File: config.mk
export PLATFORM = sky130hd
export DESIGN_NAME = dbd_row_track
export DESIGN_NICKNAME = d
export VERILOG_FILES = /design/src/rtl/core/dbd_pkg.sv /design/src/rtl/core/dbd_row_track.sv
export SDC_FILE = /design/constraint.sdc
export NUM_CORES = 1
export LEC_CHECK = 0
export ABC_AREA = 1
export BUFFER_PORTS_ARGS = -buffer_cell sky130_fd_sc_hd__buf_2
export CAP_MARGIN = 20
export CORE_MARGIN = 2
export CORE_UTILIZATION = 55
export CTS_BUF_LIST = sky130_fd_sc_hd__clkbuf_8
export DETAILED_ROUTE_END_ITERATION = 8
export PLACE_DENSITY = 0.8
export REMOVE_ABC_BUFFERS = 1
export SLEW_MARGIN = 40
export SYNTH_ARGS = -nofsm -noshare
export SYNTH_HDL_FRONTEND = slang
export SYNTH_SLANG_ARGS = --single-unit
File: constraint.sdc
create_clock -name clk -period 8.8 [get_ports clk]
set_input_delay 1.76 -clock clk [delete_from_list [all_inputs] [get_ports clk]]
set_output_delay 1.76 -clock clk [all_outputs]
set_load 0.02 [all_outputs]
File: src/rtl/core/dbd_pkg.sv
// dbd_pkg: widths, register codes, reset values and shared types of the
// detection box decoder. No dependencies; every other file uses it.
`timescale 1ns / 1ps

package dbd_pkg;

	localparam int VAL_W      = 25;   // signed Q12.12 row element
	localparam int CLS_W      = 8;
	localparam int POS_W      = 9;
	localparam int PIX_W      = 13;
	localparam int EXT_W      = 14;
	localparam int SCALE_W    = 24;   // unsigned Q8.16
	localparam int THR_W      = 13;
	localparam int CFG_IDX_W  = 3;
	localparam int CFG_DATA_W = 24;

	localparam int MAX_CLASSES = 255;
	localparam int BOX_FIELDS  = 4;
	localparam int BOX_IDX_W   = 2;

	// Fixed point shifts: corners carry an extra factor two (2x - w).
	localparam int CORNER_SH = 29;
	localparam int EXTENT_SH = 28;
	localparam int EXT_MAX   = 8191;
	localparam int EXT_MIN   = -8192;

	// Product widths: (2x - w) is VAL_W+2 bits, scale gets a zero sign bit.
	localparam int DIF_W = VAL_W + 2;
	localparam int PC_W  = DIF_W + SCALE_W + 1;
	localparam int PE_W  = VAL_W + SCALE_W + 1;
	localparam int LIM_W = PIX_W + 2;

	localparam logic [CFG_IDX_W-1:0] REG_CLASS_COUNT  = 3'd0;
	localparam logic [CFG_IDX_W-1:0] REG_SCORE_THRESH = 3'd1;
	localparam logic [CFG_IDX_W-1:0] REG_SCALE_X      = 3'd2;
	localparam logic [CFG_IDX_W-1:0] REG_SCALE_Y      = 3'd3;
	localparam logic [CFG_IDX_W-1:0] REG_IMAGE_WIDTH  = 3'd4;
	localparam logic [CFG_IDX_W-1:0] REG_IMAGE_HEIGHT = 3'd5;

	localparam logic [CLS_W-1:0]   RST_CLASS_COUNT  = 8'd80;
	localparam logic [THR_W-1:0]   RST_SCORE_THRESH = 13'd1024;
	localparam logic [SCALE_W-1:0] RST_SCALE        = 24'd65536;
	localparam logic [PIX_W-1:0]   RST_IMAGE_DIM    = 13'd640;

	typedef logic signed [VAL_W-1:0] val_t;

	localparam val_t VAL_MIN = {1'b1, {(VAL_W-1){1'b0}}};

	typedef struct packed {
		logic [CLS_W-1:0]   class_count;
		logic [THR_W-1:0]   score_threshold;
		logic [SCALE_W-1:0] scale_x;
		logic [SCALE_W-1:0] scale_y;
		logic [PIX_W-1:0]   image_width;
		logic [PIX_W-1:0]   image_height;
	} cfg_t;

	// Everything the scaling stages need from a finished row.
	typedef struct packed {
		logic [CLS_W-1:0] best_class;
		val_t             best_score;
		val_t             box_x;
		val_t             box_y;
		val_t             box_w;
		val_t             box_h;
	} row_snap_t;

endpackage

File: src/rtl/core/dbd_row_track.sv
// dbd_row_track: row position, box field capture and running arg-max over
// class scores; snapshots a qualifying row into stage 1. Uses dbd_pkg.
`timescale 1ns / 1ps

module dbd_row_track (
	input  logic               clk,
	input  logic               arst_n,
	input  logic               in_accept,
	input  dbd_pkg::val_t      row_value,
	input  logic               row_end,
	input  dbd_pkg::cfg_t      cfg,
	input  logic               take,
	output logic               snap_valid_s1,
	output dbd_pkg::row_snap_t snap_s1
);
	import dbd_pkg::*;

	logic [POS_W-1:0] pos_q;
	val_t             box_q [BOX_FIELDS];
	val_t             best_q;
	logic [CLS_W-1:0] class_q;

	logic [CLS_W-1:0] limit;
	logic [POS_W-1:0] cls_pos;
	logic             is_box;
	logic             counted;
	logic             better;
	logic             emit;
	val_t             best_nx;
	logic [CLS_W-1:0] class_nx;
	val_t             box_nx [BOX_FIELDS];

	always_comb begin
		limit    = (int'(cfg.class_count) < MAX_CLASSES) ? cfg.class_count
			: CLS_W'(MAX_CLASSES);
		is_box   = pos_q < POS_W'(BOX_FIELDS);
		cls_pos  = pos_q - POS_W'(BOX_FIELDS);
		counted  = !is_box && (cls_pos < {{(POS_W-CLS_W){1'b0}}, limit});
		// strict compare keeps the first maximum on ties
		better   = counted && (row_value > best_q);
		best_nx  = better ? row_value : best_q;
		class_nx = better ? cls_pos[CLS_W-1:0] : class_q;
		for (int i = 0; i < BOX_FIELDS; i++) begin
			box_nx[i] = (is_box && pos_q[BOX_IDX_W-1:0] == BOX_IDX_W'(i))
				? row_value : box_q[i];
		end
		emit = row_end
			&& (best_nx > $signed({{(VAL_W-THR_W){1'b0}}, cfg.score_threshold}));
	end

	always_ff @(posedge clk or negedge arst_n) begin
		if (!arst_n) begin
			pos_q   <= '0;
			best_q  <= VAL_MIN;
			class_q <= '0;
			for (int i = 0; i < BOX_FIELDS; i++) begin
				box_q[i] <= '0;
			end
		end else if (in_accept) begin
			for (int i = 0; i < BOX_FIELDS; i++) begin
				box_q[i] <= box_nx[i];
			end
			if (row_end) begin
				pos_q   <= '0;
				best_q  <= VAL_MIN;
				class_q <= '0;
			end else begin
				if (pos_q != '1) begin
					pos_q <= pos_q + 1'b1;
				end
				best_q  <= best_nx;
				class_q <= class_nx;
			end
		end
	end

	always_ff @(posedge clk or negedge arst_n) begin
		if (!arst_n) begin
			snap_valid_s1 <= 1'b0;
		end else if (in_accept) begin
			snap_valid_s1 <= emit;
		end else if (take) begin
			snap_valid_s1 <= 1'b0;
		end
	end

	always_ff @(posedge clk) begin
		if (in_accept && emit) begin
			snap_s1.best_class <= class_nx;
			snap_s1.best_score <= best_nx;
			snap_s1.box_x      <= box_nx[0];
			snap_s1.box_y      <= box_nx[1];
			snap_s1.box_w      <= box_nx[2];
			snap_s1.box_h      <= box_nx[3];
		end
	end

endmodule

After elaboration in Yosys (flattened, before gate mapping)
Index checks and enable logic that the tools add are counted.
- output and inout port bits: 134
- word-level logic and storage cells: 51
- register bits: 276
- bits of input ports: 125
- muxes and demuxes: 13
- equal/unequal tests: 4
- reductions and logical operators: 13
- magnitude comparators: 5
- $add $sub $neg: 2
- operator list (operator ; count):
    $mux 25 ; 6
    $gt 25x14->1 ; 1
    $gt 25x25->1 ; 1
    $mux 8 ; 3
    $mux 9 ; 2
    $add 9x1->9 const B ; 1
    $lt 9x3->1 const B ; 1
    $lt 9x8->1 ; 1
    $ne 9x9->1 const B ; 1
    $sub 9x3->9 const B ; 1
    $logic_and 1x1->1 ; 8
    $lt 8x8->1 const B ; 1
    $eq 2x2->1 const B ; 2
    $reduce_bool 2->1 ; 2
    $eq 2x1->1 const B ; 1
    $logic_not 2->1 ; 1
    $mux 1 ; 2
    $reduce_and 2->1 ; 1
    $logic_not 1->1 ; 1

Logic depth before layout (Yosys ltp)
Gate-level depths: netlist (run 1).
- depth after elaboration: 9
- depth in mapped cells: 29

Worst setup path after synthesis (run 1)
OpenSTA, ideal clock, no wires.
- path kind: input-to-reg
- from: input port row_value[24]
- to: register snap_s1[0] (netlist bit) (enable)
- arrival: 6.741 ns
- buffers on the path: 1
- required time: 8.314 ns
- slack: 1.573 ns
- cell stages on the path: 24
- path through: ha_1 a21oi_1 o21a_1 nand2_1 nor2_1 nand3_1 nand2_1 nand2_4 buf_2 nand2_1 o21ai_1 ha_1 nand2_1 nor2_1 nand2_1 o21ai_0 nand2_1 o211ai_1 nand2_1 nand3_1 nor2_1 nand3_1 nand2_1 inv_1
- cells in the longest elaborated chain, start to end: 6
- ends and longest elaborated chain (element ; line ; source):
    from (decl) ; dbd_row_track.sv:9 ; input dbd_pkg::val_t row_value,
    $gt 25x25->1 ; dbd_row_track.sv:40 ; better = counted && (row_value > best_q);
    $logic_and 1x1->1 ; dbd_row_track.sv:40 ;
    $mux 25 ; dbd_row_track.sv:41 ; best_nx = better ? row_value : best_q;
    via best_nx[8] ; dbd_row_track.sv:29 ; val_t best_nx;
    $gt 25x14->1 ; dbd_row_track.sv:48 ; && (best_nx > $signed({{(VAL_W-THR_W){1'b0}}, cfg.score_threshold}));
    $logic_and 1x1->1 ; dbd_row_track.sv:48 ;
    $logic_and 1x1->1 ; dbd_row_track.sv:88 ; if (in_accept && emit) begin
    to (decl) ; dbd_row_track.sv:14 ; output dbd_pkg::row_snap_t snap_s1
The timed path passes the listed nets, and every way through them passes these cells.
A chain may end at the register's enable or synchronous reset.

Final worst setup path (run 1)
- from: input port row_value[16]
- to: register snap_s1[96] (netlist bit) (enable)
Same word-level chain as after synthesis.

==> results of run 1 <==
## metal layers
metal	vias to the layer above	share of wire	global-route usage	wire, microns
li1	4603	-	-	-
met1	4573	0.42	0.311	12100
met2	292	0.50	0.424	14300
met3	79	0.048	0.0417	1370
met4	0	0.035	0.0970	1020
met5	-	0	0	0
## layout by cell type (no fill, tap or decap), types with 5 or more instances in the layout
master / netlist / routed
nand2_1: 522 / 518
buf_2: 4 / 182
dfrtp_1: 142 / 142
inv_1: 122 / 137
edfxtp_1: 133 / 133
o21ai_0: 121 / 121
ha_1: 52 / 52
clkbuf_8: 0 / 52
nor2_1: 36 / 36
a21oi_1: 25 / 25
nand3_1: 25 / 25
o21ai_1: 21 / 21
o22ai_1: 20 / 20
clkinv_2: 0 / 10
diode_2: 0 / 5
o21a_1: 5 / 5
nand2_4: 1 / 5
xor2_1: 5 / 5
buf_4: 1 / 5
## worst max path at each step
stage | cells after the start | endpoint | slack (ns)
6_report | 27 | snap_s1[96]$_DFFE_PP_ | 2.35
5_1_grt | 27 | snap_s1[49]$_DFFE_PP_ | 1.92
4_1_cts | 27 | snap_s1[88]$_DFFE_PP_ | 2.36
3_5_place_dp | 27 | snap_s1[127]$_DFFE_PP_ | 1.79
3_3_place_gp | 25 | snap_s1[127]$_DFFE_PP_ | 1.81
2_1_floorplan | 23 | snap_s1[0]$_DFFE_PP_ | 1.30
## tightest hold or removal path, stage by stage (launching register included)
cell	delay [ns]
dfrtp_1	0.34
nand2_1	0.05
nand2_1	0.06
## cell type report
cell class              count  area [sq um]
inverters                 124           474
well taps                 280           350
flip-flops and latches    276          7570
diodes                      5          12.5
repair buffers            190           985
clock inverters            31           139
multi-input cells         849          4070
fillers                  1721          7590
clock buffers              51           702
## sequential cells by signal (all words and copies together) (netlist names)
| register | flops |
|---|---|
| best_q | 25 |
| snap_valid_s1 | 1 |
| pos_q | 9 |
| box_q | 100 |
| snap_s1 | 133 |
| class_q | 8 |
## cells by family (layout without fill, tap and decap cells)
logic type | Yosys count | in the layout
and+or+nand+nor | 596 | 596
DFF | 276 | 276
AOI/OAI and AO/OA | 196 | 196
buffers and inverters | 180 | 396
adders and majority gates | 52 | 52
xor gates and xnor gates | 5 | 5
other | 0 | 5
## power by group
part,switching (mW),leakage [nW],internal (mW),total (mW)
clock,0.501,0.500,0.532,1.03
sequential,0.0691,3.11,1.51,1.58
combinational,0.295,3.46,0.134,0.429
## stage by stage
| step | hold WS [ns] | std cells | setup WS, ns |
|---|---|---|---|
| 2_1_floorplan | 0.449 | 1249 | 1.30 |
| 4_1_cts | 0.481 | 1801 | 2.36 |
| 3_3_place_gp | 0.461 | 1719 | 1.81 |
| 6_report | 0.478 | 1806 | 2.35 |
| 3_5_place_dp | 0.465 | 1719 | 1.79 |
| 5_1_grt | 0.490 | 1805 | 1.92 |
==> flow_metrics.env, run 1 <==
export IMPL_outcome="completed"
export IMPL_avgSynthCellArea_sq_um=9.43
export IMPL_cts_setup_buffers=0
export IMPL_cts_buffers=44
export IMPL_end_kind="flip-flop"
export IMPL_yosysWarnings=0
export IMPL_start_util=0.562
export IMPL_worstSkewPairLatency_ns=0.55
export IMPL_crit_path_frequent_cell="nand2_1"
export IMPL_grt_pass1_vias=9574
export IMPL_crit_buf_inv=3
export IMPL_htree_levels=2
export IMPL_postPlaceCellArea_sq_mm=0.0134
export IMPL_grt_start_max_net_pins=103
export IMPL_drtIter0Drc=583
export IMPL_finalMaxSlewViolations=0
export IMPL_synth_simple_area_share=0.188
export IMPL_synth_fa_ha_area_frac=0.0529
export IMPL_drc_errors=0
export IMPL_antenna_found_initial=5
export IMPL_r2r_slack_ns=2.87
export IMPL_min_path_type="flip-flop to flip-flop"
export IMPL_post_route_period_util=0.733
export IMPL_peakVddDrop_v=0.000123
export IMPL_wl_per_cell_microns=16.0
export IMPL_worst_setup_path_start_kind="input pin"
export IMPL_final_antenna_net_count=0
export IMPL_drv_cap=0
export IMPL_tightest_slew_ns=0.824
export IMPL_synth_ff_type="dfrtp_1"
export IMPL_io_buffer_count=184
export IMPL_vias=9547
export IMPL_cp_top_family="simple AND/OR/NAND/NOR gates"
export IMPL_die_area_sq_mm=0.0236
export IMPL_global_route_overflow_total=0
export IMPL_rows=54
export IMPL_holdBufCountCts=0
export IMPL_coreArea_sq_mm=0.0219
export IMPL_max_slew_margin_rel=0.451
export IMPL_cts_tree="yes"
export IMPL_setup_viol_count_final=0
export IMPL_clockBufferDepth=3
export IMPL_cts_sinks=276
export IMPL_cp_max_fo=102
export IMPL_cts_resized=0
export IMPL_r2r_end="snap_s1[96]$_DFFE_PP_"
export IMPL_area_growth_pct=16.2
export IMPL_ys_ff_latch=276
export IMPL_syn_inst=1305
export IMPL_yosysUniqueCellTypes=30
export IMPL_wirelength_mm=28.9
export IMPL_holdPathStages=2
export IMPL_rr_worst_depth=27
export IMPL_grt_util_all_layers=0.245
export IMPL_num_nets_final=1662
export IMPL_cp_required_ns=9.04
export IMPL_max_freq_mhz=155
export IMPL_fp_dieH_microns=154
export IMPL_fin_util=0.653
export IMPL_synth_xor_area_frac=0.00356
export IMPL_via_per_inst=5.29
export IMPL_synth_top_family_by_area="simple AND/OR/NAND/NOR gates"
export IMPL_synth_edf_count=133
export IMPL_worstPathArrival_ns=6.69
export IMPL_min_to="box_q[98]$_DFFE_PN0P_"
export IMPL_die_w_microns=154
export IMPL_clkTransAtPathRegs_ns=0.06
export IMPL_synth_compound_area_frac=0.0835
export IMPL_synth_async_reset_ratio=0.518
export IMPL_grt_pass1_wl_mm=46.7
export IMPL_fin_total_pwr_mw=3.05
export IMPL_yosysTopAreaCell="edfxtp_1"
export IMPL_yosysMostFrequentCell="nand2_1"
export IMPL_synthMuxAreaShare=0
export IMPL_min_from="box_q[98]$_DFFE_PN0P_"
export IMPL_yosysTopAreaCellShare=0.325
export IMPL_gp_congestion=0.854
export IMPL_pwr_density_cell_mw_per_mm2=213
export IMPL_ys_top_cells_by_area="edfxtp_1, dfrtp_1, nand2_1"
export IMPL_slowest_stage="inv_8"
export IMPL_netlist_area_sq_mm=0.0123
export IMPL_reg2reg_from="pos_q[2]$_DFFE_PN0P_"
export IMPL_dr_pass1_iters=5
export IMPL_synth_common_cells="nand2_1, dfrtp_1, edfxtp_1, inv_1, o21ai_0"
export IMPL_synth_yosys_seq_area_share=0.615
export IMPL_design_area_sq_mm=0.0143
export IMPL_fin_tns_setup_ns=0
export IMPL_fin_skew_ns=0.0162
export IMPL_startpoint="row_value[16]"
export IMPL_rsz0062_at_grt="false"
export IMPL_max_stage_delay_ns=0.56
export IMPL_pin_count=259
export IMPL_drive_above_1_share=0.175
export IMPL_cts_root_buf="clkbuf_8"
export IMPL_hpwl_mm=18.5
export IMPL_power_leakage_nw=7.07
export IMPL_min_period_ns=6.45
export IMPL_critPathKind="input pin to flip-flop"
export IMPL_finalHoldViolations=0
Power figures use the tool's default switching activity.
==> run 2, diff against run 1 <==
==> constraint.sdc (replaced) <==
create_clock -name clk -period 6.2 [get_ports clk]
set_input_delay 1.24 -clock clk [delete_from_list [all_inputs] [get_ports clk]]
set_output_delay 1.24 -clock clk [all_outputs]
set_load 0.02 [all_outputs]
==> run 2 against run 1 <==
Clock skew is 0.0011 ns higher. Critical path depth is 1 lower. Flip-flop and latch count stayed put. Highest routed layer unchanged.
==> flow_metrics.env, run 2 (synthesized netlist as in run 1, its figures left out) <==
export IMPL_drv_cap=0
export IMPL_finalWorstSetupSlack_ns=0.754
export IMPL_cts_buffers=45
export IMPL_htree_levels=2
export IMPL_finalMaxSlewViolations=0
export IMPL_coreArea_sq_mm=0.0219
export IMPL_worstPathArrival_ns=5.69
export IMPL_grt_start_max_net_pins=105
export IMPL_max_freq_mhz=184
export IMPL_drtIter0Drc=641
export IMPL_wirelength_mm=28.8
export IMPL_grt_util_all_layers=0.245
export IMPL_holdPathStages=2
export IMPL_clkTransAtPathRegs_ns=0.06
export IMPL_mostFrequentLayoutCells="nand2_1, buf_2, dfrtp_1"
export IMPL_peakVddDrop_v=0.000163
export IMPL_via_per_inst=5.24
export IMPL_cts_resized=0
export IMPL_wl_per_cell_microns=15.9
export IMPL_finalHoldViolations=0
export IMPL_top_regs="snap_s1 (133), box_q (100), best_q (25)"
export IMPL_min_period_ns=5.45
export IMPL_cp_required_ns=6.44
export IMPL_worst_setup_path_start_kind="flip-flop"
export IMPL_cts_root_buf="clkbuf_8"
export IMPL_pin_count=259
export IMPL_final_antenna_net_count=0
export IMPL_power_leakage_nw=7.08
export IMPL_fp_dieH_microns=154
export IMPL_fin_skew_ns=0.0173
export IMPL_fillers=1740
export IMPL_final_common_cell="nand2_1"
export IMPL_grt_pass1_vias=9398
export IMPL_design_area_sq_mm=0.0144
export IMPL_start_util=0.562
export IMPL_hold_slack_ns=0.478
export IMPL_die_w_microns=154
export IMPL_dp_cells=1723
export IMPL_gp_congestion=0.839
export IMPL_num_nets_final=1667
export IMPL_r2r_end="snap_s1[74]$_DFFE_PP_"
export IMPL_die_area_sq_mm=0.0236
export IMPL_critPathKind="flip-flop to flip-flop"
export IMPL_cts_sinks=276
export IMPL_setup_viol_count_final=0
export IMPL_fin_total_pwr_mw=4.37
export IMPL_cts_tree="yes"
export IMPL_drc_errors=0
export IMPL_end_kind="flip-flop"
export IMPL_worstSkewPairLatency_ns=0.55
export IMPL_rows=54
export IMPL_dp_worst_setup_slack_ns=0.629
export IMPL_min_to="box_q[72]$_DFFE_PN0P_"
export IMPL_clockBufferDepth=3
export IMPL_reg2reg_from="pos_q[2]$_DFFE_PN0P_"
export IMPL_holdBufCountCts=0
export IMPL_antenna_found_initial=5
export IMPL_max_slew_margin_rel=0.443
export IMPL_dr_pass1_iters=5
export IMPL_r2r_slack_ns=0.75
export IMPL_io_buffer_count=184
export IMPL_drive_above_1_share=0.174
export IMPL_outcome="completed"
export IMPL_post_route_period_util=0.878
export IMPL_area_growth_pct=16.7
export IMPL_postPlaceCellArea_sq_mm=0.0135
export IMPL_instances_no_fill=1809
export IMPL_global_route_overflow_total=0
export IMPL_rr_worst_depth=26
export IMPL_grt_pass1_wl_mm=46.6
export IMPL_cts_setup_buffers=0
export IMPL_hpwl_mm=18.7
export IMPL_cp_max_fo=48
export IMPL_tightest_slew_ns=0.831
export IMPL_vias=9487
export IMPL_largest_reg_flops=133
export IMPL_pwr_density_cell_mw_per_mm2=304
export IMPL_min_from="box_q[72]$_DFFE_PN0P_"
export IMPL_top_register="snap_s1"
export IMPL_rsz0062_at_grt="false"
export IMPL_min_path_type="flip-flop to flip-flop"
run 2: final cells by class:
| cell class | count | area [sq um] | area share |
|---|---|---|---|
| Clock buffer | 48 | 661 | 0.0460 |
| Timing Repair Buffer | 194 | 1040 | 0.0724 |
| Inverter | 124 | 472 | 0.0328 |
| Multi-Input combinational cell | 849 | 4060 | 0.283 |
| Tap cell | 280 | 350 | 0.0244 |
| Sequential cell | 276 | 7570 | 0.527 |
| Antenna cell | 5 | 12.5 | 0.000871 |
| Clock inverter | 33 | 194 | 0.0135 |
run 2: where the power goes:
group | internal (mW) | leakage [nW] | switching [mW]
clock | 0.799 | 0.490 | 0.717
sequential | 2.15 | 3.11 | 0.0944
combinational | 0.192 | 3.48 | 0.418
run 2: worst max path at each step:
stage	start	endpoint	slack, ns	depth (start not counted)
after floorplan	row_value[24]	snap_s1[0]$_DFFE_PP_	-0.78	23
after global placement	cfg[91]	snap_s1[127]$_DFFE_PP_	0.71	26
after detailed placement	cfg[89]	snap_s1[127]$_DFFE_PP_	0.63	26
after CTS	pos_q[2]$_DFFE_PN0P_	snap_s1[74]$_DFFE_PP_	0.81	27
after global routing	pos_q[2]$_DFFE_PN0P_	snap_s1[74]$_DFFE_PP_	0.33	27
final	pos_q[2]$_DFFE_PN0P_	snap_s1[74]$_DFFE_PP_	0.75	26
run 2: through the flow:
step / TNS [ns] / utilization
finish: 0 / 0.656
global route: 0 / 0.656
CTS: 0 / 0.655
detailed placement: 0 / 0.616
global placement: 0 / 0.615
floorplan: -103.54 / -
run 2: critical path, stage by stage, from the launching register on:
cell      delay, ns
dfrtp_1        0.41
inv_1          0.20
ha_1           0.26
xor2_1         0.31
ha_1           0.30
a21oi_1        0.15
o21a_1         0.13
nor2_1         0.04
nor2_1         0.07
nand2_1        0.10
nor2_4         0.35
nand2_4        0.27
o21ai_1        0.44
ha_1           0.21
nand2_1        0.07
nor2_1         0.13
nand2_1        0.06
o21ai_0        0.15
nand2_1        0.07
o211ai_1       0.08
nand2_1        0.15
nand3_1        0.12
nor2_1         0.06
nand3_1        0.09
nand2_1        0.14
inv_6          0.42
buf_4          0.32
run 2: per-layer routing:
layer | wire length [microns] | part of all wire | vias up | track usage
met5 | 0 | 0 | - | 0
met4 | 862 | 0.030 | 0 | 0.0965
met3 | 1770 | 0.062 | 64 | 0.0372
met2 | 14400 | 0.50 | 345 | 0.424
met1 | 11800 | 0.41 | 4458 | 0.313
li1 | - | - | 4620 | -
